## config.mk

```make
export PLATFORM = sky130hd
export DESIGN_NAME = sensor_settle_detector_core
export DESIGN_NICKNAME = d
export VERILOG_FILES = /design/src/rtl/ssd_pkg.sv /design/src/rtl/sensor_settle_detector_core.sv /design/src/rtl/ssd_csr.sv /design/src/rtl/ssd_window.sv /design/src/rtl/ssd_out_queue.sv
export SDC_FILE = /design/constraint.sdc
export NUM_CORES = 1
export LEC_CHECK = 0
export BUFFER_PORTS_ARGS = -buffer_cell sky130_fd_sc_hd__buf_2
export CAP_MARGIN = 20
export CELL_PAD_IN_SITES_DETAIL_PLACEMENT = 1
export CELL_PAD_IN_SITES_GLOBAL_PLACEMENT = 2
export CORE_ASPECT_RATIO = 1.5
export CORE_MARGIN = 5
export CORE_UTILIZATION = 40
export DETAILED_ROUTE_END_ITERATION = 7
export PLACE_DENSITY = 0.92
export SLEW_MARGIN = 30
export SYNTH_ARGS = -nofsm -noshare
export SYNTH_HDL_FRONTEND = slang
export SYNTH_HIERARCHICAL = 1
export SYNTH_SLANG_ARGS = --single-unit
export TNS_END_PERCENT = 100
```

## constraint.sdc

```tcl
create_clock -name clock -period 9.8 [get_ports clock]
set_input_delay 1.47 -clock clock [delete_from_list [all_inputs] [get_ports clock]]
set_output_delay 1.47 -clock clock [all_outputs]
set_load 0.01 [all_outputs]
```

## src/rtl/ssd_pkg.sv

```systemverilog
package ssd_pkg;

   localparam int WINDOW_SAMPLES = 5;
   localparam int SAMPLE_W       = 12;
   localparam int TIME_W         = 16;
   localparam int COUNT_W        = $clog2(WINDOW_SAMPLES + 1);
   localparam int TOTAL_W        = SAMPLE_W + $clog2(WINDOW_SAMPLES);

   // Floor division of the window sum by WINDOW_SAMPLES as a multiply by a
   // rounded-up reciprocal. With the shift at TOTAL_W plus the bits of the
   // divisor, the rounding error never reaches the next integer.
   localparam int RECIP_SHIFT = TOTAL_W + $clog2(WINDOW_SAMPLES);
   localparam int RECIP_W     = RECIP_SHIFT + 1;
   localparam int PRODUCT_W   = TOTAL_W + RECIP_W;
   localparam logic [RECIP_W-1:0] RECIP_MULT =
      RECIP_W'(((64'd1 << RECIP_SHIFT) + WINDOW_SAMPLES - 1) / WINDOW_SAMPLES);

   localparam logic [COUNT_W-1:0] LAST_COUNT = COUNT_W'(WINDOW_SAMPLES - 1);
   localparam logic [SAMPLE_W-1:0] SAMPLE_MAX = '1;
   localparam logic [TIME_W-1:0]   TIME_MAX   = '1;

   localparam logic [SAMPLE_W-1:0] THRESHOLD_RESET = SAMPLE_W'(5);
   localparam logic [TIME_W-1:0]   TIMEOUT_RESET   = TIME_W'(500);

   localparam int CSR_INDEX_W = 1;
   localparam int CSR_DATA_W  = 16;
   localparam logic [CSR_INDEX_W-1:0] CSR_STABLE_THRESHOLD = 1'b0;
   localparam logic [CSR_INDEX_W-1:0] CSR_TIMEOUT_MS       = 1'b1;

   localparam int REQ_TDATA_W = 16;
   localparam int RSP_TDATA_W = 32;

   typedef enum logic [1:0] {
      ACT_SAMPLE  = 2'd0,
      ACT_TICK    = 2'd1,
      ACT_RESTART = 2'd2
   } action_type;

   typedef struct packed {
      logic [SAMPLE_W-1:0] stable_threshold;
      logic [TIME_W-1:0]   timeout_ms;
   } cfg_type;

   typedef struct packed {
      logic                settled;
      logic [SAMPLE_W-1:0] mean_value;
      logic [TIME_W-1:0]   settle_time_ms;
   } result_type;

endpackage

```

## src/rtl/sensor_settle_detector_core.sv

```systemverilog
// Settle detector for averaged 12-bit ADC readings. Each input transaction
// is a sample, a one-millisecond tick or a restart, chosen by req_tuser.
// Samples are gathered in windows of five; at the end of each window the
// block reports success (settled = 1, window mean, elapsed ms) if the
// spread max - min is below stable_threshold, or failure (settled = 0,
// window mean, timeout_ms) if the elapsed time already exceeds timeout_ms,
// and otherwise starts a new window. After a report, samples and ticks are
// ignored until a restart. One transaction is taken every clock cycle while
// req_tready is high: each one updates the window registers, and a report
// lands in a two-entry output register with skid stage, so req_tready drops
// only when two reports wait on rsp_tready. Configuration writes are always
// accepted and must only be made while the block is idle.
module sensor_settle_detector_core (
   input  logic                                 clock,
   input  logic                                 reset,
   input  logic                                 req_tvalid,
   output logic                                 req_tready,
   input  logic [ssd_pkg::REQ_TDATA_W-1:0]      req_tdata,  // [11:0] sample
   input  logic [1:0]                           req_tuser,  // [1:0] action
   output logic                                 rsp_tvalid,
   input  logic                                 rsp_tready,
   // [11:0] mean_value, [27:12] settle_time_ms
   output logic [ssd_pkg::RSP_TDATA_W-1:0]      rsp_tdata,
   output logic                                 rsp_tuser,  // [0] settled
   input  logic                                 csr_valid,
   output logic                                 csr_ready,
   input  logic [ssd_pkg::CSR_INDEX_W-1:0]      csr_index,
   input  logic [ssd_pkg::CSR_DATA_W-1:0]       csr_data
);

   ssd_pkg::cfg_type    cfg;
   ssd_pkg::result_type win_res, out_res;
   logic                win_res_valid, queue_full, req_accept;

   assign req_tready = !queue_full;
   assign req_accept = req_tvalid && req_tready;

   ssd_csr u_csr (
      .clock     (clock),
      .reset     (reset),
      .csr_valid (csr_valid),
      .csr_ready (csr_ready),
      .csr_index (csr_index),
      .csr_data  (csr_data),
      .cfg       (cfg)
   );

   ssd_window u_window (
      .clock      (clock),
      .reset      (reset),
      .item_valid (req_accept),
      .action     (ssd_pkg::action_type'(req_tuser)),
      .sample     (req_tdata[ssd_pkg::SAMPLE_W-1:0]),
      .cfg        (cfg),
      .res_valid  (win_res_valid),
      .res        (win_res)
   );

   ssd_out_queue u_out_queue (
      .clock     (clock),
      .reset     (reset),
      .push      (win_res_valid),
      .push_data (win_res),
      .full      (queue_full),
      .out_valid (rsp_tvalid),
      .out_ready (rsp_tready),
      .out_data  (out_res)
   );

   assign rsp_tuser = out_res.settled;
   assign rsp_tdata = {
      (ssd_pkg::RSP_TDATA_W - ssd_pkg::SAMPLE_W - ssd_pkg::TIME_W)'(0),
      out_res.settle_time_ms,
      out_res.mean_value
   };

endmodule

```

## src/rtl/ssd_csr.sv

```systemverilog
module ssd_csr (
   input  logic                               clock,
   input  logic                               reset,
   input  logic                               csr_valid,
   output logic                               csr_ready,
   input  logic [ssd_pkg::CSR_INDEX_W-1:0]    csr_index,
   input  logic [ssd_pkg::CSR_DATA_W-1:0]     csr_data,
   output ssd_pkg::cfg_type                   cfg
);

   ssd_pkg::cfg_type cfg_ff;
   ssd_pkg::cfg_type cfg_in;

   assign csr_ready = 1'b1;

   always_comb begin
      cfg_in = cfg_ff;
      if (csr_valid) begin
         unique case (csr_index)
            ssd_pkg::CSR_STABLE_THRESHOLD:
               cfg_in.stable_threshold = csr_data[ssd_pkg::SAMPLE_W-1:0];
            ssd_pkg::CSR_TIMEOUT_MS:
               cfg_in.timeout_ms = csr_data[ssd_pkg::TIME_W-1:0];
            default: cfg_in = cfg_ff;
         endcase
      end
   end

   always_ff @(posedge clock) begin
      if (reset) begin
         cfg_ff.stable_threshold <= ssd_pkg::THRESHOLD_RESET;
         cfg_ff.timeout_ms       <= ssd_pkg::TIMEOUT_RESET;
      end else begin
         cfg_ff <= cfg_in;
      end
   end

   assign cfg = cfg_ff;

endmodule

```

## src/rtl/ssd_window.sv

```systemverilog
module ssd_window (
   input  logic                              clock,
   input  logic                              reset,
   input  logic                              item_valid,
   input  ssd_pkg::action_type               action,
   input  logic [ssd_pkg::SAMPLE_W-1:0]      sample,
   input  ssd_pkg::cfg_type                  cfg,
   output logic                              res_valid,
   output ssd_pkg::result_type               res
);

   logic [ssd_pkg::COUNT_W-1:0]  window_count_ff, window_count_in;
   logic [ssd_pkg::SAMPLE_W-1:0] window_low_ff, window_low_in;
   logic [ssd_pkg::SAMPLE_W-1:0] window_high_ff, window_high_in;
   logic [ssd_pkg::TOTAL_W-1:0]  window_total_ff, window_total_in;
   logic [ssd_pkg::TIME_W-1:0]   elapsed_ms_ff, elapsed_ms_in;
   logic                         active_ff, active_in;

   logic [ssd_pkg::SAMPLE_W-1:0]  low_upd, high_upd, spread;
   logic [ssd_pkg::TOTAL_W-1:0]   total_upd;
   logic [ssd_pkg::PRODUCT_W-1:0] product;
   logic                          take_sample, window_done, is_stable, timed_out;

   assign take_sample = item_valid && active_ff && (action == ssd_pkg::ACT_SAMPLE);
   assign window_done = (window_count_ff == ssd_pkg::LAST_COUNT);

   assign low_upd   = (sample < window_low_ff)  ? sample : window_low_ff;
   assign high_upd  = (sample > window_high_ff) ? sample : window_high_ff;
   assign total_upd = window_total_ff + ssd_pkg::TOTAL_W'(sample);
   assign spread    = high_upd - low_upd;
   assign is_stable = spread < cfg.stable_threshold;
   assign timed_out = elapsed_ms_ff > cfg.timeout_ms;

   assign product = ssd_pkg::PRODUCT_W'(total_upd) * ssd_pkg::PRODUCT_W'(ssd_pkg::RECIP_MULT);

   assign res_valid = take_sample && window_done && (is_stable || timed_out);
   assign res.settled        = is_stable;
   assign res.mean_value     = product[ssd_pkg::RECIP_SHIFT +: ssd_pkg::SAMPLE_W];
   assign res.settle_time_ms = is_stable ? elapsed_ms_ff : cfg.timeout_ms;

   always_comb begin
      window_count_in = window_count_ff;
      window_low_in   = window_low_ff;
      window_high_in  = window_high_ff;
      window_total_in = window_total_ff;
      elapsed_ms_in   = elapsed_ms_ff;
      active_in       = active_ff;
      if (item_valid) begin
         unique case (action)
            ssd_pkg::ACT_RESTART: begin
               window_count_in = '0;
               window_low_in   = ssd_pkg::SAMPLE_MAX;
               window_high_in  = '0;
               window_total_in = '0;
               elapsed_ms_in   = '0;
               active_in       = 1'b1;
            end
            ssd_pkg::ACT_TICK: begin
               if (active_ff && elapsed_ms_ff != ssd_pkg::TIME_MAX) begin
                  elapsed_ms_in = elapsed_ms_ff + 1'b1;
               end
            end
            ssd_pkg::ACT_SAMPLE: begin
               if (take_sample) begin
                  if (window_done) begin
                     // A full window is always cleared, whatever its verdict.
                     window_count_in = '0;
                     window_low_in   = ssd_pkg::SAMPLE_MAX;
                     window_high_in  = '0;
                     window_total_in = '0;
                     if (res_valid) begin
                        active_in = 1'b0;
                     end
                  end else begin
                     window_count_in = window_count_ff + 1'b1;
                     window_low_in   = low_upd;
                     window_high_in  = high_upd;
                     window_total_in = total_upd;
                  end
               end
            end
            default: active_in = active_ff;
         endcase
      end
   end

   always_ff @(posedge clock) begin
      if (reset) begin
         window_count_ff <= '0;
         window_low_ff   <= ssd_pkg::SAMPLE_MAX;
         window_high_ff  <= '0;
         window_total_ff <= '0;
         elapsed_ms_ff   <= '0;
         active_ff       <= 1'b1;
      end else begin
         window_count_ff <= window_count_in;
         window_low_ff   <= window_low_in;
         window_high_ff  <= window_high_in;
         window_total_ff <= window_total_in;
         elapsed_ms_ff   <= elapsed_ms_in;
         active_ff       <= active_in;
      end
   end

   a_result_only_when_active: assert property (@(posedge clock) disable iff (reset)
      res_valid |-> active_ff)
      else $error("result produced while no measurement was running");

   a_result_stops_measurement: assert property (@(posedge clock) disable iff (reset)
      res_valid |=> !active_ff && window_count_ff == '0)
      else $error("measurement still running after a result");

   a_count_in_range: assert property (@(posedge clock) disable iff (reset)
      window_count_ff <= ssd_pkg::LAST_COUNT)
      else $error("window count ran past the window length");

   a_idle_window_empty: assert property (@(posedge clock) disable iff (reset)
      !active_ff |-> window_count_ff == '0)
      else $error("window holds samples while idle");

endmodule

```

## src/rtl/ssd_out_queue.sv

```systemverilog
module ssd_out_queue (
   input  logic                 clock,
   input  logic                 reset,
   input  logic                 push,
   input  ssd_pkg::result_type  push_data,
   output logic                 full,
   output logic                 out_valid,
   input  logic                 out_ready,
   output ssd_pkg::result_type  out_data
);

   logic                out_valid_ff, out_valid_in;
   logic                skid_valid_ff, skid_valid_in;
   ssd_pkg::result_type out_data_ff, out_data_in;
   ssd_pkg::result_type skid_data_ff, skid_data_in;
   logic                pop, load_out;

   assign pop      = out_valid_ff && out_ready;
   assign load_out = !out_valid_ff || pop;

   always_comb begin
      out_valid_in  = out_valid_ff;
      out_data_in   = out_data_ff;
      skid_valid_in = skid_valid_ff;
      skid_data_in  = skid_data_ff;
      if (load_out) begin
         if (skid_valid_ff) begin
            out_valid_in  = 1'b1;
            out_data_in   = skid_data_ff;
            skid_valid_in = push;
            skid_data_in  = push_data;
         end else begin
            out_valid_in = push;
            out_data_in  = push_data;
         end
      end else if (push) begin
         skid_valid_in = 1'b1;
         skid_data_in  = push_data;
      end
   end

   always_ff @(posedge clock) begin
      if (reset) begin
         out_valid_ff  <= 1'b0;
         skid_valid_ff <= 1'b0;
      end else begin
         out_valid_ff  <= out_valid_in;
         skid_valid_ff <= skid_valid_in;
      end
      out_data_ff  <= out_data_in;
      skid_data_ff <= skid_data_in;
   end

   assign full      = skid_valid_ff;
   assign out_valid = out_valid_ff;
   assign out_data  = out_data_ff;

   a_no_push_when_full: assert property (@(posedge clock) disable iff (reset)
      push |-> !skid_valid_ff)
      else $error("result pushed into a full queue");

   a_skid_behind_head: assert property (@(posedge clock) disable iff (reset)
      skid_valid_ff |-> out_valid_ff)
      else $error("skid entry held while the head is empty");

   a_skid_kept: assert property (@(posedge clock) disable iff (reset)
      skid_valid_ff && !pop |=> skid_valid_ff && out_valid_ff)
      else $error("queued result lost without a transaction");

endmodule

```

==> out/results.tsv, run 1 <==
stage	metric	value	unit
floorplan	core area	0.0303	mm2
logic_synthesis	Mapped Cells	1260	
logic_synthesis	Seq cells post-synth	147	
sta	final setup fails	0	
logic_synthesis	sequential-to-total area share from yosys stat	28.7	%
cts	post-cts sizing count	0	
route	routed len/inst	18.4	um
floorplan	die width	153	um
placed_design	Place WS	386	ps
global_route	largest net degree at the start of global routing	74	
global_route	gr usage total	18.7	%
sta	Final min period	8970	ps
placed_design	port buffer count	66	
floorplan	Top Ports	76	
worst_setup_path	WP depth	34	
worst_setup_path	Worst path top cell family by delay	adder cells	
worst_setup_path	slowest stage delay, CP	560	ps
layout	final std cells w/o fill	1736	
placed_design	dpl hpwl	25000	um
logic_synthesis	Async SR Flop Fraction	0	%
logic_synthesis	Synth Flop Type	dfxtp_1	
global_route	first-pass GRT wire length	51500	um
route	Final ANT Viol Nets	0	
cts	Hold-fix buffers, CTS	0	
global_route	GRT overflow	0	
layout	Antenna Diode Count	0	
worst_setup_path	WP data required	10010	ps
worst_setup_path	critical path class	input port to flop	
sta	Setup TNS	0	ps
cts	maximum clock insertion buffer count	2	
logic_synthesis	Post-synth EDFFs	58	
sta	Least-Margin Pin Slew	880	ps
layout	Post-Layout Inst Area	0.0135	mm2
sta	Tcrit/Tclk final	91.5	%
layout	area grow syn2layout	10.0	%
global_route	initial antenna violation count	2	
sta	Rel. slew slack	40.6	%
route	DRT iter0 DRCs	264	
cts	CTS Buf Count	17	
cts	postcts setup bufs	0	
layout	layout cells sized above 1	13.3	%
route	DR vias	9246	
floorplan	initial core utilization	40.6	%
cts	# clock sinks	147	
route	First-pass DRT Iterations	5	
sta	fin worst setup slack	828	ps
worst_setup_path	WP buf/inv	7	
route	DR vias/cell	5.33	
min_path	Hold/Removal Path Class	flop to flop	
power	cell leakage power	6.34	nW
floorplan	die area	0.0344	mm2
status	outcome	finished, final reports clean	
power	P per Cell Area	257	mW/mm2
sta	worst clock skew	30.2	ps
worst_setup_path	Most common cell on crit path	inv_1	
sta	Final Slew Violations	0	
logic_synthesis	synthesized area	0.0123	mm2
route	drc violations	0	
global_route	vias in the first global route	10100	
floorplan	Die Height	225	um
flow_run	Max Cap Viol	0	
worst_setup_path	Setup crit start kind	input port	
sta	f_max	0.111	GHz
cts	clk root buf	clkbuf_16	
worst_setup_path	Worst setup EP type	flop	
power	Worst VDD drop	276	uV
layout	Nets	1605	
cts	Worst-path clk slew	70	ps
sta	RSZ-0062 raised after global routing	false	
placed_design	placed cell areas	0.0130	mm2
logic_synthesis	synthesis warning total	6	
placed_design	RD Place Congestion	0.855	
power	Final Total Pwr	3.47	mW
min_path	Cells on Worst Hold Path	2	
cts	clk_lat worst skew	460	ps
worst_setup_path	CP max stage cell	fa_1	
floorplan	row count	78	
worst_setup_path	R2R cell count	33	
cts	CTS tree	done	
worst_setup_path	Critical Path AT	9180	ps
cts	H-tree depth	4	
sta	endpoints failing hold	0	
logic_synthesis	Yosys cell types	68	
worst_setup_path	CP max FO	8	
placed_design	dpl cells	1704	
layout	Final Util	44.7	%
logic_synthesis	Avg Cell Area, Syn	9.75	um2
route	DRT Wirelength	31900	um
sta	worst hold slack	469	ps
==> state kept, by name, summed over array words and instances, names as in the netlist <==
signal and count:
u_csr/cfg 28, u_out_queue/full 1, u_out_queue/out_data 29, u_out_queue/out_valid 1, u_out_queue/skid_data_ff 29, u_window/active_ff 1, u_window/elapsed_ms_ff 16, u_window/window_count_ff 3
u_window/window_high_ff 12, u_window/window_low_ff 12, u_window/window_total_ff 15
==> logic make-up (layout without fill, tap and decap cells) <==
kind of cell | after synthesis | in the layout | share of synthesized area (%)
other cells | 2 | 5 | 0.0611
flops | 147 | 147 | 28.7
xor+xnor | 49 | 49 | 3.55
compound gates | 225 | 225 | 12.2
mux | 60 | 60 | 6.38
buf+inv | 222 | 295 | 7.95
fa+ha+maj | 242 | 242 | 28.3
simple gates | 313 | 313 | 12.8
==> cell type report <==
cell class              count  area, um2
fillers                  3516      16700
multi-input cells         894       7800
flip-flops and latches    147       3520
inverters                 181        679
well taps                 400        500
repair buffers             82        450
clock buffers              19        443
clock inverters            13        118
==> report_power, final <==
| group | internal (mW) | total, mW | switching (mW) | leakage [nW] |
|---|---|---|---|---|
| combinational | 0.938 | 2.03 | 1.09 | 4.77 |
| clock | 0.339 | 0.637 | 0.298 | 0.270 |
| sequential | 0.788 | 0.804 | 0.0163 | 1.31 |
| total | 2.06 | 3.47 | 1.40 | 6.34 |
==> Yosys cell counts, types with 5 or more instances <==
cell      count  area share (%)
clkbuf_1     16            0.49
and2_1        6            0.31
o21a_1        9            0.55
inv_1       181             5.5
or3_1        12            0.61
nand4_1      19            0.97
nor2b_1      16            0.81
nor4_1        5            0.25
o21ai_1       5            0.20
and3_1       12            0.61
a22oi_1      22             1.3
xor2_1       18             1.3
buf_2         7            0.29
mux2i_1      16             1.3
fa_1         60             9.8
a21oi_2       5            0.36
mux2_4       34             4.2
a21boi_0      7            0.43
buf_4         8            0.49
o21ai_0      47             1.9
nand3_1      23            0.94
edfxtp_1     58              14
a211o_1       9            0.64
dfxtp_1      89              15
o211ai_1     15            0.92
nor2_1       84             2.6
a21o_1       18             1.1
buf_6         6            0.55
a21oi_1      55             2.2
mux2_2       10            0.92
nor3_1       13            0.53
nand2_1      74             2.3
xnor2_1      30             2.1
ha_1        182              19
nand2b_1     26             1.3
==> cells in the final DEF, fill, tap and decap left out, drive strengths merged, types with 8 or more instances in the layout <==
cell type and count:
edfxtp 58, nand4 19, dfxtp 89, nor2 84
a21oi 60, mux2i 16, o21a 9, mux2 44
a22oi 22, nor2b 16, a21o 18, buf 82
fa 60, or3 12, nand2b 26, and3 12
clkbuf 19, inv 187, nand3 23, a211o 9
ha 182, o21ai 52, nand2 75, xnor2 31
nor3 13, o211ai 17, a21boi 8, xor2 18
==> worst paths after layout <==
check	start	to	slack (ps)
hold reg to reg	u_csr/cfg[23]	u_csr/cfg[23]	470
setup / recovery	req_tdata[0]	u_out_queue/out_data[27]	830
hold / removal	u_csr/cfg[23]	u_csr/cfg[23]	470
setup reg to reg	u_window/window_total_ff[0]	u_out_queue/out_data[27]	1710
==> layer usage <==
metal	vias up	GRT usage, %	wire length, um
li1	4461	-	-
met1	4574	18.8	11600
met2	149	37.1	18300
met3	60	3.27	954
met4	2	8.25	1110
met5	-	0	13
==> worst min-delay path, stage by stage, from the launching register on <==
cell,delay [ps]
dfxtp_1,310
nand2b_1,60
o21ai_1,50
No activity file was read; power rests on OpenSTA's default activity.
==> inputs of run 2 (changes only) <==
- PLACE_DENSITY: 0.92 -> 0.93
- SYNTH_HIERARCHICAL: 1 -> not set
==> out/results.tsv, run 2 <==
stage	metric	value	unit	change
status	outcome	finished, final reports clean		unchanged
logic_synthesis	Avg Cell Area, Syn	9.53	um2	was 9.75 um2
placed_design	port buffer count	66		unchanged
logic_synthesis	Mapped Cells	1255		was 1260
sta	endpoints failing hold	0		unchanged
logic_synthesis	Yosys top cell area share	18.9	%	was 18.5%
cts	maximum clock insertion buffer count	2		unchanged
worst_setup_path	R2R cell count	25		was 33
worst_setup_path	WP buf/inv	3		was 7
route	Final ANT Viol Nets	0		unchanged
global_route	GRT overflow	0		unchanged
global_route	vias in the first global route	10000		was 10100
route	drc violations	0		unchanged
worst_setup_path	register-to-register setup slack	2240	ps	was 1710 ps
placed_design	RD Place Congestion	0.871		was 0.855
cts	CTS Buf Count	17		unchanged
layout	Nets	1594		was 1605
worst_setup_path	slowest stage delay, CP	530	ps	was 560 ps
floorplan	initial core utilization	40.6	%	about the same
worst_setup_path	critical path class	input port to flop		unchanged
logic_synthesis	Post-synth top cells	ha_1, inv_1, nand2_1		was ha_1, inv_1, dfxtp_1
layout	final std cells w/o fill	1723		was 1736
global_route	gr usage total	19.2	%	was 18.7%
sta	f_max	0.119	GHz	was 0.111 GHz
power	cell leakage power	6.16	nW	was 6.34 nW
sta	Least-Margin Pin Slew	882	ps	was 880 ps
logic_synthesis	Post-synth EDFFs	58		unchanged
min_path	Cells on Worst Hold Path	2		unchanged
floorplan	Die Height	222	um	was 225 um
cts	clk root buf	clkbuf_16		unchanged
min_path	hold path start	u_csr.cfg[21]		was u_csr/cfg[23]
sta	worst clock skew	8.79	ps	was 30.2 ps
logic_synthesis	Yosys cell types	74		was 68
min_path	Hold/Removal Path Class	flop to flop		unchanged
placed_design	dpl hpwl	24700	um	was 25000 um
cts	Worst-path clk slew	70	ps	about the same
logic_synthesis	synthesized area	0.0120	mm2	was 0.0123 mm2
layout	Post-Layout Inst Area	0.0133	mm2	was 0.0135 mm2
logic_synthesis	Synth area leaders	ha_1, dfxtp_1, edfxtp_1		unchanged
route	DR vias/cell	5.33		about the same
floorplan	core area	0.0295	mm2	was 0.0303 mm2
global_route	largest net degree at the start of global routing	56		was 74
worst_setup_path	Setup crit start kind	input port		unchanged
route	routed len/inst	18.1	um	was 18.4 um
placed_design	dpl cells	1691		was 1704
sta	Setup TNS	0	ps	unchanged
logic_synthesis	Synth area leader	ha_1		unchanged
floorplan	die width	151	um	was 153 um
cts	CTS tree	done		unchanged
sta	RSZ-0062 raised after global routing	false		unchanged
worst_setup_path	FF-to-FF Start	u_window.window_total_ff[0]		was u_window/window_total_ff[0]
worst_setup_path	Worst setup EP type	flop		unchanged
logic_synthesis	most common cell in the netlist	ha_1		unchanged
layout	most frequent cells in the layout	ha_1, inv_1, nand2_1		was ha_1, inv_1, dfxtp_1
layout	Sequential Area	0.00352	mm2	about the same
logic_synthesis	synthesis warning total	0		was 6
cts	postcts setup bufs	0		unchanged
logic_synthesis	Synth Flop Type	dfxtp_1		unchanged
global_route	initial antenna violation count	0		was 2
placed_design	placed cell areas	0.0127	mm2	was 0.0130 mm2
cts	clk_lat worst skew	450	ps	was 460 ps
route	DR vias	9175		was 9246
cts	H-tree depth	4		unchanged
global_route	first-pass GRT wire length	51000	um	was 51500 um
floorplan	die area	0.0335	mm2	was 0.0344 mm2
layout	layout cells sized above 1	13.4	%	was 13.3%
worst_setup_path	CP max FO	6		was 8
worst_setup_path	Worst path top cell family by delay	adder cells		unchanged
floorplan	row count	77		was 78
layout	commonest non-fill, non-tap cell in the layout	ha_1		unchanged
cts	Hold-fix buffers, CTS	0		unchanged
layout	area grow syn2layout	11.4	%	was 10.0%
power	Final Total Pwr	3.40	mW	was 3.47 mW
route	DRT iter0 DRCs	305		was 264
sta	fin worst setup slack	1400	ps	was 828 ps
placed_design	Place WS	918	ps	was 386 ps
route	DRT Wirelength	31200	um	was 31900 um
worst_setup_path	Most common cell on crit path	fa_1		was inv_1
route	First-pass DRT Iterations	4		was 5
logic_synthesis	Seq cells post-synth	147		unchanged
power	P per Cell Area	255	mW/mm2	was 257 mW/mm2
sta	Final min period	8400	ps	was 8970 ps
worst_setup_path	WP data required	10000	ps	was 10010 ps
flow_run	Max Cap Viol	0		unchanged
cts	post-cts sizing count	0		unchanged
sta	Tcrit/Tclk final	85.7	%	was 91.5%
floorplan	Top Ports	76		unchanged
logic_synthesis	sequential-to-total area share from yosys stat	29.5	%	was 28.7%
layout	fillers	3422		was 3516
power	Worst VDD drop	144	uV	was 276 uV
sta	final setup fails	0		unchanged
worst_setup_path	CP max stage cell	fa_1		unchanged
min_path	WHS Endpoint	u_csr.cfg[21]		was u_csr/cfg[23]
logic_synthesis	Async SR Flop Fraction	0	%	unchanged
cts	# clock sinks	147		unchanged
worst_setup_path	worst r2r dst	u_out_queue.out_data[20]		was u_out_queue/out_data[27]
layout	Multi-input gate area	0.00769	mm2	was 0.00780 mm2
worst_setup_path	Critical Path AT	8600	ps	was 9180 ps
sta	Rel. slew slack	40.8	%	was 40.6%
sta	Final Slew Violations	0		unchanged
layout	Antenna Diode Count	0		unchanged
[run 2: logic make-up (layout without fill, tap and decap cells)]
| group | after synthesis | in the layout | share of synthesized area [%] |
|---|---|---|---|
| other | 2 | 5 | 0.0628 |
| flip-flops | 147 | 147 | 29.5 |
| AND/OR/NAND/NOR | 290 | 290 | 11.1 |
| multiplexers | 64 | 64 | 5.94 |
| AO/OA/AOI/OAI | 256 | 256 | 14.2 |
| XOR/XNOR | 56 | 56 | 4.16 |
| adder cells (fa/ha/maj) | 239 | 239 | 28.6 |
| buffers and inverters | 201 | 271 | 6.51 |
[run 2: area by class of cell]
cell class / instances / share of cell area, %
Multi-Input combinational cell: 910 / 57.7
Sequential cell: 147 / 26.5
Inverter: 163 / 4.59
Tap cell: 395 / 3.71
Clock buffer: 17 / 3.19
Timing Repair Buffer: 76 / 3.04
Clock inverter: 15 / 1.28
[run 2: power breakdown]
part / internal [mW] / total [mW] / leakage, nW / switching, mW
sequential: 0.776 / 0.791 / 1.32 / 0.0152
clock: 0.362 / 0.666 / 0.279 / 0.304
combinational: 0.828 / 1.94 / 4.57 / 1.11
total: 1.97 / 3.40 / 6.16 / 1.43
[run 2: how the worst max path moves through the flow]
stage                             from                       end  slack (ps)  cells after the start
after floorplan           req_tdata[0]  u_out_queue.out_data[26]        1660                     27
after global placement    req_tdata[0]  u_out_queue.out_data[26]        1000                     28
after detailed placement  req_tdata[0]  u_out_queue.out_data[22]         920                     25
after CTS                 req_tdata[0]  u_out_queue.out_data[20]        1400                     26
after global routing      req_tdata[0]  u_out_queue.out_data[22]         970                     25
final                     req_tdata[0]  u_out_queue.out_data[20]        1400                     26
[run 2: routing by layer]
metal | vias up | routed length (um) | track usage, %
met3 | 44 | 603 | 2.45
met1 | 4569 | 11900 | 20.4
li1 | 4460 | - | -
met4 | 0 | 890 | 6.76
met5 | - | 0 | 0
met2 | 102 | 17800 | 37.6
[run 2: metrics by stage]
step                util [%]  hold slack, ps
floorplan                  -             436
CTS                     45.2             463
finish                  45.2             461
detailed placement      43.2             451
global route            45.2             479
global placement        43.1             446
[run 2: tightest hold or removal path, stage by stage, from the launching register on]
cell	delay (ps)
dfxtp_1	310
nand2_1	50
a21oi_1	50
